### src/design/ook_remote_switch_transmitter_macros.svh
// assertion helpers used by the asserting top-level file
`ifndef OOK_REMOTE_SWITCH_TRANSMITTER_MACROS_SVH
`define OOK_REMOTE_SWITCH_TRANSMITTER_MACROS_SVH

// same-cycle implication, checked outside reset
`define OOKSW_ASSERT_NOW(label, lhs, rhs) \
    label: assert property (@(posedge i_clk) disable iff (!i_rst_n) (lhs) |-> (rhs)) \
        else $error("ooksw same-cycle check failed");

// next-cycle implication, checked outside reset
`define OOKSW_ASSERT_NEXT(label, lhs, rhs) \
    label: assert property (@(posedge i_clk) disable iff (!i_rst_n) (lhs) |=> (rhs)) \
        else $error("ooksw next-cycle check failed");

`endif

### src/design/ooksw_pkg.sv
`timescale 1ns / 1ps
`default_nettype none

package ooksw_pkg;

    // fixed frame geometry
    localparam int WIRE_PULSES = 64;
    localparam int IDX_W       = 6;
    localparam logic [IDX_W-1:0] LAST_PULSE = IDX_W'(WIRE_PULSES - 1);

    // field widths
    localparam int ID_W   = 26;
    localparam int DUR_W  = 16;
    localparam int REP_W  = 4;
    localparam int MSG_W  = 32;
    localparam int CFG_DW = 26;

    // register reset values
    localparam logic [ID_W-1:0]  RST_REMOTE_ID    = ID_W'(34937088);
    localparam logic [DUR_W-1:0] RST_HIGH_PULSE   = DUR_W'(275);
    localparam logic [DUR_W-1:0] RST_SHORT_LOW    = DUR_W'(275);
    localparam logic [DUR_W-1:0] RST_LONG_LOW     = DUR_W'(1225);
    localparam logic [DUR_W-1:0] RST_FIRST_LATCH  = DUR_W'(9900);
    localparam logic [DUR_W-1:0] RST_SECOND_LATCH = DUR_W'(2675);
    localparam logic [DUR_W-1:0] RST_FRAME_GAP    = DUR_W'(10000);
    localparam logic [REP_W-1:0] RST_REPEAT       = REP_W'(3);

    // configuration register indexes
    typedef enum logic [2:0] {
        CFG_REMOTE_ID     = 3'd0,
        CFG_HIGH_PULSE    = 3'd1,
        CFG_SHORT_LOW     = 3'd2,
        CFG_LONG_LOW      = 3'd3,
        CFG_FIRST_LATCH   = 3'd4,
        CFG_SECOND_LATCH  = 3'd5,
        CFG_FRAME_GAP     = 3'd6,
        CFG_REPEAT        = 3'd7
    } t_cfg_idx;

    // waveform segments
    typedef enum logic [3:0] {
        SEG_IDLE      = 4'd0,
        SEG_L1_HIGH   = 4'd1,
        SEG_L1_LOW    = 4'd2,
        SEG_L2A_HIGH  = 4'd3,
        SEG_L2A_LOW   = 4'd4,
        SEG_DATA_HIGH = 4'd5,
        SEG_DATA_LOW  = 4'd6,
        SEG_L2B_HIGH  = 4'd7,
        SEG_L2B_LOW   = 4'd8,
        SEG_GAP       = 4'd9
    } t_seg;

    // configuration bundle
    typedef struct packed {
        logic [ID_W-1:0]  remote_id;
        logic [DUR_W-1:0] high_pulse;
        logic [DUR_W-1:0] short_low;
        logic [DUR_W-1:0] long_low;
        logic [DUR_W-1:0] first_latch;
        logic [DUR_W-1:0] second_latch;
        logic [DUR_W-1:0] frame_gap;
        logic [REP_W-1:0] repeat_cnt;
    } t_cfg;

    // one result item
    typedef struct packed {
        logic tx_level;
        logic led_level;
        logic busy_res;
        logic accepted;
    } t_result;

endpackage

`default_nettype wire

### src/design/ook_remote_switch_transmitter.sv
// channel  | direction | handshake                  | payload
// ---------+-----------+----------------------------+------------------------------------------
// in       | in        | i_in_valid / o_in_ready    | command, group_flag, on_flag, dev_num
// out      | out       | o_out_valid / i_out_ready  | tx_level, led_level, busy_res, accepted
// cfg      | in        | i_cfg_we (no wait)         | i_cfg_index, i_cfg_data
//
// one item per cycle while the output is not stalled: the segment sequencer steps once per input transfer
// the result sits in the output register the cycle after its transfer
// input is ready while the output register is empty or being taken
// a stalled output holds the sequencer, nothing is dropped
// reset idles the sequencer and loads the register defaults
`timescale 1ns / 1ps
`default_nettype none
`include "ook_remote_switch_transmitter_macros.svh"

module ook_remote_switch_transmitter #(
    parameter int TIMER_BITS = 16
) (
    input  wire logic                         i_clk,
    input  wire logic                         i_rst_n,
    input  wire logic                         i_in_valid,
    output logic                              o_in_ready,
    input  wire logic                         i_command,
    input  wire logic                         i_group_flag,
    input  wire logic                         i_on_flag,
    input  wire logic [3:0]                   i_dev_num,
    output logic                              o_out_valid,
    input  wire logic                         i_out_ready,
    output logic                              o_tx_level,
    output logic                              o_led_level,
    output logic                              o_busy_res,
    output logic                              o_accepted,
    input  wire logic                         i_cfg_we,
    input  wire logic [2:0]                   i_cfg_index,
    input  wire logic [ooksw_pkg::CFG_DW-1:0] i_cfg_data
);

    ooksw_pkg::t_cfg    cfg;
    ooksw_pkg::t_result step_res;
    ooksw_pkg::t_result out_res;
    logic               in_fire;

    // input transfer
    assign o_in_ready = !o_out_valid || i_out_ready;
    assign in_fire    = i_in_valid && o_in_ready;

    // configuration registers
    ooksw_cfg u_cfg (
        .i_clk       (i_clk),
        .i_rst_n     (i_rst_n),
        .i_cfg_we    (i_cfg_we),
        .i_cfg_index (i_cfg_index),
        .i_cfg_data  (i_cfg_data),
        .o_cfg       (cfg)
    );

    // segment sequencer
    ooksw_seq #(
        .TIMER_BITS (TIMER_BITS)
    ) u_seq (
        .i_clk         (i_clk),
        .i_rst_n       (i_rst_n),
        .i_fire        (in_fire),
        .i_command     (i_command),
        .i_group_flag  (i_group_flag),
        .i_on_flag     (i_on_flag),
        .i_dev_num     (i_dev_num),
        .i_cfg         (cfg),
        .o_res         (step_res)
    );

    // result register
    ooksw_out u_out (
        .i_clk       (i_clk),
        .i_rst_n     (i_rst_n),
        .i_load      (in_fire),
        .i_res       (step_res),
        .i_out_ready (i_out_ready),
        .o_valid     (o_out_valid),
        .o_res       (out_res)
    );

    assign o_tx_level  = out_res.tx_level;
    assign o_led_level = out_res.led_level;
    assign o_busy_res  = out_res.busy_res;
    assign o_accepted  = out_res.accepted;

    // checks
    `OOKSW_ASSERT_NOW(a_accept_busy, o_out_valid && o_accepted, o_busy_res)
    `OOKSW_ASSERT_NOW(a_led_busy, o_out_valid && o_led_level, o_busy_res)
    `OOKSW_ASSERT_NOW(a_tx_led, o_out_valid && o_tx_level, o_led_level)
    `OOKSW_ASSERT_NEXT(a_fire_valid, in_fire, o_out_valid)

endmodule

`default_nettype wire

### src/design/ooksw_cfg.sv
`timescale 1ns / 1ps
`default_nettype none

module ooksw_cfg (
    input  wire logic                         i_clk,
    input  wire logic                         i_rst_n,
    input  wire logic                         i_cfg_we,
    input  wire logic [2:0]                   i_cfg_index,
    input  wire logic [ooksw_pkg::CFG_DW-1:0] i_cfg_data,
    output ooksw_pkg::t_cfg                   o_cfg
);

    ooksw_pkg::t_cfg r_cfg;

    // register file, one write per cycle
    always_ff @(posedge i_clk) begin
        if (!i_rst_n) begin
            r_cfg.remote_id     <= ooksw_pkg::RST_REMOTE_ID;
            r_cfg.high_pulse    <= ooksw_pkg::RST_HIGH_PULSE;
            r_cfg.short_low     <= ooksw_pkg::RST_SHORT_LOW;
            r_cfg.long_low      <= ooksw_pkg::RST_LONG_LOW;
            r_cfg.first_latch   <= ooksw_pkg::RST_FIRST_LATCH;
            r_cfg.second_latch  <= ooksw_pkg::RST_SECOND_LATCH;
            r_cfg.frame_gap     <= ooksw_pkg::RST_FRAME_GAP;
            r_cfg.repeat_cnt    <= ooksw_pkg::RST_REPEAT;
        end else if (i_cfg_we) begin
            unique case (ooksw_pkg::t_cfg_idx'(i_cfg_index))
                ooksw_pkg::CFG_REMOTE_ID: begin
                    r_cfg.remote_id <= i_cfg_data[ooksw_pkg::ID_W-1:0];
                end
                ooksw_pkg::CFG_HIGH_PULSE: begin
                    r_cfg.high_pulse <= i_cfg_data[ooksw_pkg::DUR_W-1:0];
                end
                ooksw_pkg::CFG_SHORT_LOW: begin
                    r_cfg.short_low <= i_cfg_data[ooksw_pkg::DUR_W-1:0];
                end
                ooksw_pkg::CFG_LONG_LOW: begin
                    r_cfg.long_low <= i_cfg_data[ooksw_pkg::DUR_W-1:0];
                end
                ooksw_pkg::CFG_FIRST_LATCH: begin
                    r_cfg.first_latch <= i_cfg_data[ooksw_pkg::DUR_W-1:0];
                end
                ooksw_pkg::CFG_SECOND_LATCH: begin
                    r_cfg.second_latch <= i_cfg_data[ooksw_pkg::DUR_W-1:0];
                end
                ooksw_pkg::CFG_FRAME_GAP: begin
                    r_cfg.frame_gap <= i_cfg_data[ooksw_pkg::DUR_W-1:0];
                end
                ooksw_pkg::CFG_REPEAT: begin
                    r_cfg.repeat_cnt <= i_cfg_data[ooksw_pkg::REP_W-1:0];
                end
                default: begin
                    r_cfg <= r_cfg;
                end
            endcase
        end
    end

    assign o_cfg = r_cfg;

endmodule

`default_nettype wire

### src/design/ooksw_seq.sv
`timescale 1ns / 1ps
`default_nettype none

module ooksw_seq #(
    parameter int TIMER_BITS = 16
) (
    input  wire logic            i_clk,
    input  wire logic            i_rst_n,
    input  wire logic            i_fire,
    input  wire logic            i_command,
    input  wire logic            i_group_flag,
    input  wire logic            i_on_flag,
    input  wire logic [3:0]      i_dev_num,
    input  wire ooksw_pkg::t_cfg i_cfg,
    output ooksw_pkg::t_result   o_res
);

    // compare width wide enough for both a register value and the timer limit
    localparam int CW = (TIMER_BITS > ooksw_pkg::DUR_W) ? TIMER_BITS : ooksw_pkg::DUR_W;
    localparam logic [CW-1:0] TMAX = CW'((64'd1 << TIMER_BITS) - 64'd1);

    logic [ooksw_pkg::MSG_W-1:0] r_msg, n_msg;
    ooksw_pkg::t_seg             r_seg, n_seg;
    logic [ooksw_pkg::IDX_W-1:0] r_idx, n_idx;
    logic [ooksw_pkg::REP_W-1:0] r_frames, n_frames;
    logic [TIMER_BITS-1:0]       r_cnt, n_cnt;
    logic                        r_busy, n_busy;

    logic                        load;
    logic                        accepted;
    logic [TIMER_BITS-1:0]       cnt_dec;
    logic [ooksw_pkg::REP_W-1:0] frames_inc;
    logic [ooksw_pkg::REP_W-1:0] reps;
    logic [4:0]                  bit_pos;
    logic                        is_long;
    logic [ooksw_pkg::DUR_W-1:0] dur;
    logic [CW-1:0]               dur_ext;

    // sequencer state
    always_ff @(posedge i_clk) begin
        if (!i_rst_n) begin
            r_msg    <= '0;
            r_seg    <= ooksw_pkg::SEG_IDLE;
            r_idx    <= '0;
            r_frames <= '0;
            r_cnt    <= '0;
            r_busy   <= 1'b0;
        end else begin
            r_msg    <= n_msg;
            r_seg    <= n_seg;
            r_idx    <= n_idx;
            r_frames <= n_frames;
            r_cnt    <= n_cnt;
            r_busy   <= n_busy;
        end
    end

    // segment step for one transfer
    always_comb begin
        n_msg      = r_msg;
        n_seg      = r_seg;
        n_idx      = r_idx;
        n_frames   = r_frames;
        n_cnt      = r_cnt;
        n_busy     = r_busy;
        load       = 1'b0;
        accepted   = 1'b0;
        cnt_dec    = r_cnt - TIMER_BITS'(1);
        frames_inc = r_frames + ooksw_pkg::REP_W'(1);
        reps       = (i_cfg.repeat_cnt == '0) ? ooksw_pkg::REP_W'(1) : i_cfg.repeat_cnt;

        if (i_fire) begin
            if (i_command) begin
                // send request, refused while busy
                if (!r_busy) begin
                    n_msg    = {i_cfg.remote_id, i_group_flag, i_on_flag, i_dev_num};
                    n_busy   = 1'b1;
                    n_frames = '0;
                    n_idx    = '0;
                    n_seg    = ooksw_pkg::SEG_L1_HIGH;
                    load     = 1'b1;
                    accepted = 1'b1;
                end
            end else if (r_busy) begin
                // unused segment codes fall back to idle
                priority if ((r_seg == ooksw_pkg::SEG_IDLE) ||
                             (r_seg > ooksw_pkg::SEG_GAP)) begin
                    n_seg  = ooksw_pkg::SEG_IDLE;
                    n_busy = 1'b0;
                    n_cnt  = '0;
                    n_idx  = '0;
                end else begin
                    n_cnt = cnt_dec;
                    if (cnt_dec == '0) begin
                        load = 1'b1;
                        unique case (r_seg)
                            ooksw_pkg::SEG_L1_HIGH:   n_seg = ooksw_pkg::SEG_L1_LOW;
                            ooksw_pkg::SEG_L1_LOW:    n_seg = ooksw_pkg::SEG_L2A_HIGH;
                            ooksw_pkg::SEG_L2A_HIGH:  n_seg = ooksw_pkg::SEG_L2A_LOW;
                            ooksw_pkg::SEG_L2A_LOW: begin
                                n_idx = '0;
                                n_seg = ooksw_pkg::SEG_DATA_HIGH;
                            end
                            ooksw_pkg::SEG_DATA_HIGH: n_seg = ooksw_pkg::SEG_DATA_LOW;
                            ooksw_pkg::SEG_DATA_LOW: begin
                                if (r_idx >= ooksw_pkg::LAST_PULSE) begin
                                    n_idx = '0;
                                    n_seg = ooksw_pkg::SEG_L2B_HIGH;
                                end else begin
                                    n_idx = r_idx + ooksw_pkg::IDX_W'(1);
                                    n_seg = ooksw_pkg::SEG_DATA_HIGH;
                                end
                            end
                            ooksw_pkg::SEG_L2B_HIGH:  n_seg = ooksw_pkg::SEG_L2B_LOW;
                            ooksw_pkg::SEG_L2B_LOW:   n_seg = ooksw_pkg::SEG_GAP;
                            ooksw_pkg::SEG_GAP: begin
                                n_frames = frames_inc;
                                if (frames_inc >= reps) begin
                                    load   = 1'b0;
                                    n_seg  = ooksw_pkg::SEG_IDLE;
                                    n_busy = 1'b0;
                                    n_cnt  = '0;
                                    n_idx  = '0;
                                end else begin
                                    n_seg = ooksw_pkg::SEG_L1_HIGH;
                                end
                            end
                            default: begin
                                load   = 1'b0;
                                n_seg  = ooksw_pkg::SEG_IDLE;
                                n_busy = 1'b0;
                                n_cnt  = '0;
                                n_idx  = '0;
                            end
                        endcase
                    end
                end
            end
        end

        // duration of the segment being entered
        bit_pos = 5'd31 - n_idx[5:1];
        is_long = r_msg[bit_pos] ^ n_idx[0];
        unique case (n_seg)
            ooksw_pkg::SEG_L1_HIGH,
            ooksw_pkg::SEG_L2A_HIGH,
            ooksw_pkg::SEG_DATA_HIGH,
            ooksw_pkg::SEG_L2B_HIGH:  dur = i_cfg.high_pulse;
            ooksw_pkg::SEG_L1_LOW:    dur = i_cfg.first_latch;
            ooksw_pkg::SEG_L2A_LOW,
            ooksw_pkg::SEG_L2B_LOW:   dur = i_cfg.second_latch;
            ooksw_pkg::SEG_DATA_LOW:  dur = is_long ? i_cfg.long_low : i_cfg.short_low;
            ooksw_pkg::SEG_GAP:       dur = i_cfg.frame_gap;
            default:                  dur = '0;
        endcase

        // zero counts as one tick, saturate at the timer limit
        dur_ext = CW'(dur);
        if (load) begin
            priority if (dur_ext == '0) begin
                n_cnt = TIMER_BITS'(1);
            end else if (dur_ext > TMAX) begin
                n_cnt = '1;
            end else begin
                n_cnt = dur_ext[TIMER_BITS-1:0];
            end
        end
    end

    // levels after this item
    always_comb begin
        o_res.tx_level  = (n_seg == ooksw_pkg::SEG_L1_HIGH)   ||
                          (n_seg == ooksw_pkg::SEG_L2A_HIGH)  ||
                          (n_seg == ooksw_pkg::SEG_DATA_HIGH) ||
                          (n_seg == ooksw_pkg::SEG_L2B_HIGH);
        o_res.led_level = (n_seg >= ooksw_pkg::SEG_L1_HIGH) &&
                          (n_seg <= ooksw_pkg::SEG_L2B_LOW);
        o_res.busy_res  = n_busy;
        o_res.accepted  = accepted;
    end

endmodule

`default_nettype wire

### src/design/ooksw_out.sv
`timescale 1ns / 1ps
`default_nettype none

module ooksw_out (
    input  wire logic               i_clk,
    input  wire logic               i_rst_n,
    input  wire logic               i_load,
    input  wire ooksw_pkg::t_result i_res,
    input  wire logic               i_out_ready,
    output logic                    o_valid,
    output ooksw_pkg::t_result      o_res
);

    logic               r_valid, n_valid;
    ooksw_pkg::t_result r_res;

    // hold until the result transfer completes
    assign n_valid = i_load || (r_valid && !i_out_ready);

    always_ff @(posedge i_clk) begin
        if (!i_rst_n) begin
            r_valid <= 1'b0;
        end else begin
            r_valid <= n_valid;
        end
    end

    // result payload
    always_ff @(posedge i_clk) begin
        if (i_load) begin
            r_res <= i_res;
        end
    end

    assign o_valid = r_valid;
    assign o_res   = r_res;

endmodule

`default_nettype wire
### config.mk
export PLATFORM = sky130hd
export DESIGN_NAME = ook_remote_switch_transmitter
export DESIGN_NICKNAME = d
export VERILOG_FILES = /design/src/design/ooksw_pkg.sv /design/src/design/ook_remote_switch_transmitter.sv /design/src/design/ooksw_cfg.sv /design/src/design/ooksw_seq.sv /design/src/design/ooksw_out.sv
export VERILOG_INCLUDE_DIRS = /design/src /design/src/design
export SDC_FILE = /design/constraint.sdc
export NUM_CORES = 1
export LEC_CHECK = 0
export BUFFER_PORTS_ARGS = -buffer_cell sky130_fd_sc_hd__buf_2
export CORE_ASPECT_RATIO = 1.4
export CORE_MARGIN = 2
export CORE_UTILIZATION = 50
export CTS_CLUSTER_DIAMETER = 60
export DETAILED_ROUTE_END_ITERATION = 7
export HOLD_SLACK_MARGIN = 0.15
export PLACE_DENSITY = 0.67
export SYNTH_ARGS = -nofsm -noshare
export SYNTH_HDL_FRONTEND = slang
export SYNTH_SLANG_ARGS = --single-unit
export TNS_END_PERCENT = 50
### constraint.sdc
create_clock -name i_clk -period 5.5 [get_ports i_clk]
set_clock_uncertainty 0.15 [all_clocks]
set_input_delay 0.825 -clock i_clk [delete_from_list [all_inputs] [get_ports i_clk]]
set_output_delay 0.825 -clock i_clk [all_outputs]
set_load 0.01 [all_outputs]
After elaboration in Yosys (flattened, before gate mapping) --
Index checks and enable logic that the tools add are counted.
Cells by class: equality and inequality tests 28, order comparisons 7, bitwise logic cells 2, muxes and demuxes 52, add/sub/neg operators 4, reduce and logical (&&, ||, !) cells 36
Operators with widths (number):
- $mux 16 | 10
- $pmux 16 s5 | 1
- $mux 4 | 13
- $mux 6 | 8
- $pmux 4 s9 | 1
- $eq 4x3->1 const B | 8
- $logic_not 16->1 | 2
- $pmux 16 s2 | 1
- $pmux 6 s3 | 1
- $eq 4x2->1 const B | 4
- $eq 4x4->1 const B | 4
- $gt 16x16->1 const B | 1
- $reduce_and 2->1 | 8
- $sub 16x1->16 const B | 1
- $mux 1 | 14
- $eq 3x3->1 const B | 4
- $reduce_bool 2->1 | 5
- $eq 4x1->1 const B | 2
- $logic_not 4->1 | 2
- $reduce_or 8->1 | 1
- $add 6x1->6 const B | 1
- $eq 3x2->1 const B | 2
- $ge 6x6->1 const B | 1
- $logic_or 1x1->1 | 6
- 23 further kinds | 28
Storage, ports and cells: register bits 194, bits of input ports 41, word-level logic and storage cells 148, output and inout bits 6

Longest topological paths before layout --
depth in word-level cells 20, depth in mapped cells 22

Hierarchy --
Synthesis repeated with hierarchy kept, for this count alone.
Second synthesis, totals: cell total of the unflattened synthesis 1052, area total of the unflattened synthesis 9519.1 um^2
Modules (own cells, without submodules):
- ooksw_cfg | area each 4857.2 um^2, instances 1, cells an instance 466
- ooksw_seq | area each 4478.0 um^2, instances 1, cells an instance 577
- ooksw_out | area each 161.4 um^2, instances 1, cells an instance 7
- ook_remote_switch_transmitter | area each 22.5 um^2, instances 1, cells an instance 2

Least setup slack after synthesis --
Ideal clock, no wire load.
kind input to register, start point input i_command, end point register u_seq.r_cnt[0], stages on the path 21, library setup time 0.069 ns, buffers on the path 5, path slack 0.720 ns, arrival time 4.562 ns, cells stage by stage clkbuf_1 > xor2_1 > and3_1 > clkbuf_1 > o21ai_0 > and2_1 > o31ai_2 > and2_4 > buf_6 > buf_6 > mux2i_1 > a22oi_1 > and3_1 > nor4_2 > xor2_2 > buf_6 > mux2i_1 > o211ai_1 > nor4_1 > nand2_1 > o21ai_1
Between the ends: cells in the longest elaborated chain, start to end 12, elaborated cells between the ends (all ways) 32, those cells by class 1 x add/sub; 1 x order compare; 10 x eq/ne; 13 x mux; 1 x bitwise; 6 x reduce/logical
Ends and longest elaborated chain:
- start: declaration | line ook_remote_switch_transmitter.sv:23 | input wire logic i_command,
- $mux 6 | line ooksw_seq.sv:73 | if (i_command) begin
- $mux 6 | line ooksw_seq.sv:72 | if (i_fire) begin
- $sub 5x5->5 | line ooksw_seq.sv:142 | bit_pos = 5'd31 - n_idx[5:1];
- $bmux 1 s5 | line ooksw_seq.sv:143 | is_long = r_msg[bit_pos] ^ n_idx[0];
- $mux 1 (not written as such) | line ooksw_seq.sv:143
- $xor 1x1->1 | line ooksw_seq.sv:143
- $mux 16 | line ooksw_seq.sv:152 | ooksw_pkg::SEG_DATA_LOW: dur = is_long ? i_cfg.long_low : i_cfg.short_low;
- $pmux 16 s5 | line ooksw_seq.sv:144 | unique case (n_seg)
- $gt 16x16->1 | line ooksw_seq.sv:162 | end else if (dur_ext > TMAX) begin
- $mux 16 | line ooksw_seq.sv:162
- $mux 16 | line ooksw_seq.sv:160 | priority if (dur_ext == '0) begin
- $mux 16 | line ooksw_seq.sv:159 | if (load) begin
- end signal: assignment | line ooksw_seq.sv:53 | r_cnt <= n_cnt;
- end: declaration | line ooksw_seq.sv:26 | logic [TIMER_BITS-1:0] r_cnt, n_cnt;
Several ways; a longest one is shown, not always the timed one. The select of a mux whose other input is x is not followed. A chain may end at the register's enable or synchronous reset.

Worst setup path after layout --
start point register u_seq.r_cnt[1], end point register u_seq.r_cnt[6]
Between the ends: cells in the longest elaborated chain, start to end 17, elaborated cells between the ends (all ways) 50, those cells by class 2 x add/sub; 1 x order compare; 10 x eq/ne; 29 x mux; 1 x bitwise; 7 x reduce/logical
Ends and longest elaborated chain:
- $sub 16x1->16 * | line ooksw_seq.sv:68 | cnt_dec = r_cnt - TIMER_BITS'(1);
- $logic_not 16->1 | line ooksw_seq.sv:94 | if (cnt_dec == '0) begin
- $mux 6 | line ooksw_seq.sv:94
- $mux 6 | line ooksw_seq.sv:86 | priority if ((r_seg == ooksw_pkg::SEG_IDLE) ||
- $mux 6 | line ooksw_seq.sv:84 | end else if (r_busy) begin
- $mux 6 | line ooksw_seq.sv:73
- $mux 6 | line ooksw_seq.sv:72
- $sub 5x5->5 | line ooksw_seq.sv:142
- $bmux 1 s5 | line ooksw_seq.sv:143
- $mux 1 (not written as such) | line ooksw_seq.sv:143
- $xor 1x1->1 | line ooksw_seq.sv:143
- $mux 16 | line ooksw_seq.sv:152
- $pmux 16 s5 | line ooksw_seq.sv:144
- $gt 16x16->1 | line ooksw_seq.sv:162
- $mux 16 | line ooksw_seq.sv:162
- $mux 16 | line ooksw_seq.sv:160
- $mux 16 | line ooksw_seq.sv:159
Every way passes the cells marked *; elsewhere a longest branch is shown, timed or not. The select of a mux whose other input is x is not followed.

==> impl_metrics.ini <==
[outcome]
status = complete, no violations

[critical_path]
path_buf_inv = 3
slowest_stage = nor3b_2
critPathTopFamily = compound AO/OA/AOI/OAI gates
r2r-end = u_seq.r_cnt[6]
cp.required_ns = 5.73
crit_arrival_ns = 5.31
cp-start-kind = flop
cp_max_fo = 11
ff2ff_setup_slack_ns = 0.42
r2r-start = u_seq.r_cnt[1]
crit_chain = inv_1 -> ha_1 -> or3b_1 -> o211ai_1 -> nor4b_4 -> o2111ai_4 -> buf_4 -> o21ai_0 -> o31ai_1 -> a22oi_1 -> nor2_1 -> a21oi_1 -> xnor2_1 -> nor3b_2 -> buf_4 -> a222oi_1 -> o211ai_1 -> a21oi_1 -> a2bb2oi_1 -> nor2_1
critPathMaxStageDelay_ns = 0.80
r2r.worst_path.cells = 20
critPathCaptureType = flop
path_class = reg -> reg

[synthesis]
yosys_most_used_dff = dfxtp_1
yosysWarnings = 0
synth-compound-area-share_pct = 18.5
synth_mux_area_share_pct = 4.19
yosysUniqueCellTypes = 76
async_reset_ff_share_pct = 0
synth_top_family_by_area = simple AND/OR/NAND/NOR gates
ys_seq_area_share_pct = 42.9
yosys.area_share.simple_pct = 27.4
syn-cell-area_mm2 = 0.00914
syn_inst = 1180
avgSynthCellArea_um2 = 7.75
ys_seq_elements = 194
synth_edf_count = 4
synth_xor_area_share_pct = 1.33
yosys.area_share.adder_pct = 1.23
synth_nets = 1230

[timing]
drv_slew = 0
setup_viol = 0
holdWs_ns = 0.305
relSlewSlack_pct = 23.0
post-route-min-period_ns = 5.08
max_freq_ghz = 0.197
timing.final.crit_share_pct = 92.4
worstMarginPinSlew_ns = 1.16
final-hold-violation-count = 0
tns_ns = 0

[power_and_ir_drop]
cell_internal_pwr_mw = 2.29
p_switching_mw = 0.885
vdd_ir_drop_max_mv = 0.214
leakage_nw = 4.06
pwr-share-clk_pct = 40.7
p_sw_share_pct = 27.9
power_density_mw_per_mm2 = 309
seqPwrFrac_pct = 47.0
combinationalPowerShare_pct = 12.3
p_total_mw = 3.17

[cts]
cts_buffer_depth = 2
clockRootBuffer = clkbuf_16
cts_tree = done
holdBufCountCts = 0
clk_latency_ns = 0.44
clock_sinks = 194
numCtsBuffers = 17
cts_max_level = 4
clk_pin_slew_worst_paths_ns = 0.07

[grt]
track_usage_pct = 27.1
first_global_vias = 7955
grt_max_degree = 85
antenna_found_initial = 0
overflow = 0
grt_pass1_wl_um = 41500

[routing]
drcViolationCount = 0
vias = 8324
drtIter0Drc = 820
wl_per_cell_um = 17.7
drt_wl_total_um = 25700
viasPerCell = 5.73
firstDrtPassIters = 5
ant_nets = 0

[cells_and_area]
final_area_mm2 = 0.0103
finish.utilization_pct = 57.3
final_nets = 1249
syn_to_final_growth_pct = 12.3
final_common_cell = nand2_1
final_cell_mix = nand2_1, dfxtp_1, a21oi_1
drive_above_1_share_pct = 12.1
antenna_cells = 0

[hold_path]
min_path_type = reg -> reg
hold_path_depth = 2
hold_end = u_seq.r_msg[11]
holdCritStartpoint = u_seq.r_msg[11]

[floorplanning]
placementRows = 58
start_util_pct = 51.0
core_mm2 = 0.0179
ios = 47
fp.dieH_um = 164
die_x_um = 118
die-area_mm2 = 0.0194

[run]
max-cap-violations = 0

[place]
placed_area_mm2 = 0.00954
dp.final_hpwl_um = 17300
routabilityCongestion = 0.895
io_buffer_count = 46
-- tightest hold or removal path, cell delays in order (launching register included) --
cell and delay (ns):
dfxtp_1 0.31, nand2_1 0.05, a21oi_1 0.05
-- metrics by stage --
| stage | std cells | worst slack (ns) |
|---|---|---|
| floorplan | 1180 | 0.720 |
| global placement | 1409 | 0.408 |
| detailed placement | 1409 | 0.258 |
| CTS | 1441 | 0.183 |
| global route | 1452 | -0.0170 |
| finish | 1452 | 0.416 |
-- repair_timing --
action | in CTS | in global routing
resized for setup | 0 | 5
setup endpoints to repair | 0 | 15
buffers inserted | 0 | 11
-- state kept, by name, summed over array words and instances (netlist names) --
register	flops
u_seq.r_seg	4
u_out.o_res	4
u_seq.r_frames	4
u_cfg.o_cfg	126
u_seq.r_msg	32
u_out.o_valid	1
u_seq.r_cnt	16
u_seq.r_idx	6
u_seq.r_busy	1
-- cells by family after synthesis --
group,after synthesis
AND/OR/NAND/NOR,562
AO/OA/AOI/OAI,265
flip-flops,194
buffers and inverters,99
multiplexers,38
XOR/XNOR,13
adder cells (fa/ha/maj),9
-- per-layer routing --
metal | track usage, % | part of all wire [%]
met1 | 33.2 | 42
met2 | 46.0 | 48
met3 | 5.49 | 5.7
met4 | 12.0 | 3.6
met5 | 0 | 0
-- cell usage after synthesis, types with 4 or more instances --
| cell type | n | area (um2) |
|---|---|---|
| a211oi_1 | 10 | 75.1 |
| a21oi_1 | 141 | 706 |
| a222oi_1 | 15 | 150 |
| a22oi_1 | 4 | 30.0 |
| a2bb2oi_1 | 7 | 61.3 |
| and2_1 | 10 | 62.6 |
| and3_1 | 12 | 75.1 |
| buf_2 | 4 | 20.0 |
| clkbuf_1 | 72 | 270 |
| dfxtp_1 | 190 | 3800 |
| edfxtp_1 | 4 | 120 |
| ha_1 | 9 | 113 |
| inv_1 | 20 | 75.1 |
| mux2i_1 | 36 | 360 |
| nand2_1 | 353 | 1330 |
| nand2b_1 | 8 | 50.1 |
| nand3_1 | 51 | 255 |
| nand4_1 | 5 | 31.3 |
| nor2_1 | 59 | 221 |
| nor2b_1 | 5 | 31.3 |
| nor3_1 | 17 | 85.1 |
| nor3b_1 | 4 | 30.0 |
| nor4_1 | 7 | 43.8 |
| o211ai_1 | 13 | 97.6 |
| o21ai_0 | 30 | 150 |
| o21ai_1 | 4 | 20.0 |
| o31ai_1 | 6 | 45.0 |
| or2_2 | 4 | 25.0 |
| or3_1 | 4 | 25.0 |
| xnor2_1 | 9 | 78.8 |
-- layout make-up --
cell class / instances / area (um2)
fill: 1705 / 7660
tap: 240 / 300
clock inverter: 15 / 193
timing repair buffer: 79 / 490
multi-input combinational: 887 / 4860
inverter: 20 / 77.6
clock buffer: 17 / 425
sequential: 194 / 3930
-- worst max path at each step --
stage	cells past startpoint	from	end
after global routing	19	u_seq.r_cnt[1]	u_seq.r_cnt[0]
after detailed placement	18	u_seq.r_cnt[0]	u_seq.r_cnt[0]
after global placement	18	u_seq.r_cnt[0]	u_seq.r_cnt[0]
after floorplan	21	i_command	u_seq.r_cnt[0]
after CTS	18	u_seq.r_cnt[0]	u_seq.r_cnt[0]
final	20	u_seq.r_cnt[1]	u_seq.r_cnt[6]
-- power by group through the flow --
stage	registers, mW	clock network, mW	logic, mW
after floorplan	1.51	0	0.270
after global placement	1.52	0	0.378
after detailed placement	1.52	0	0.380
after CTS	1.49	1.30	0.382
after global routing	1.49	1.37	0.431
final	1.49	1.29	0.390
Power figures use the tool's default switching activity.
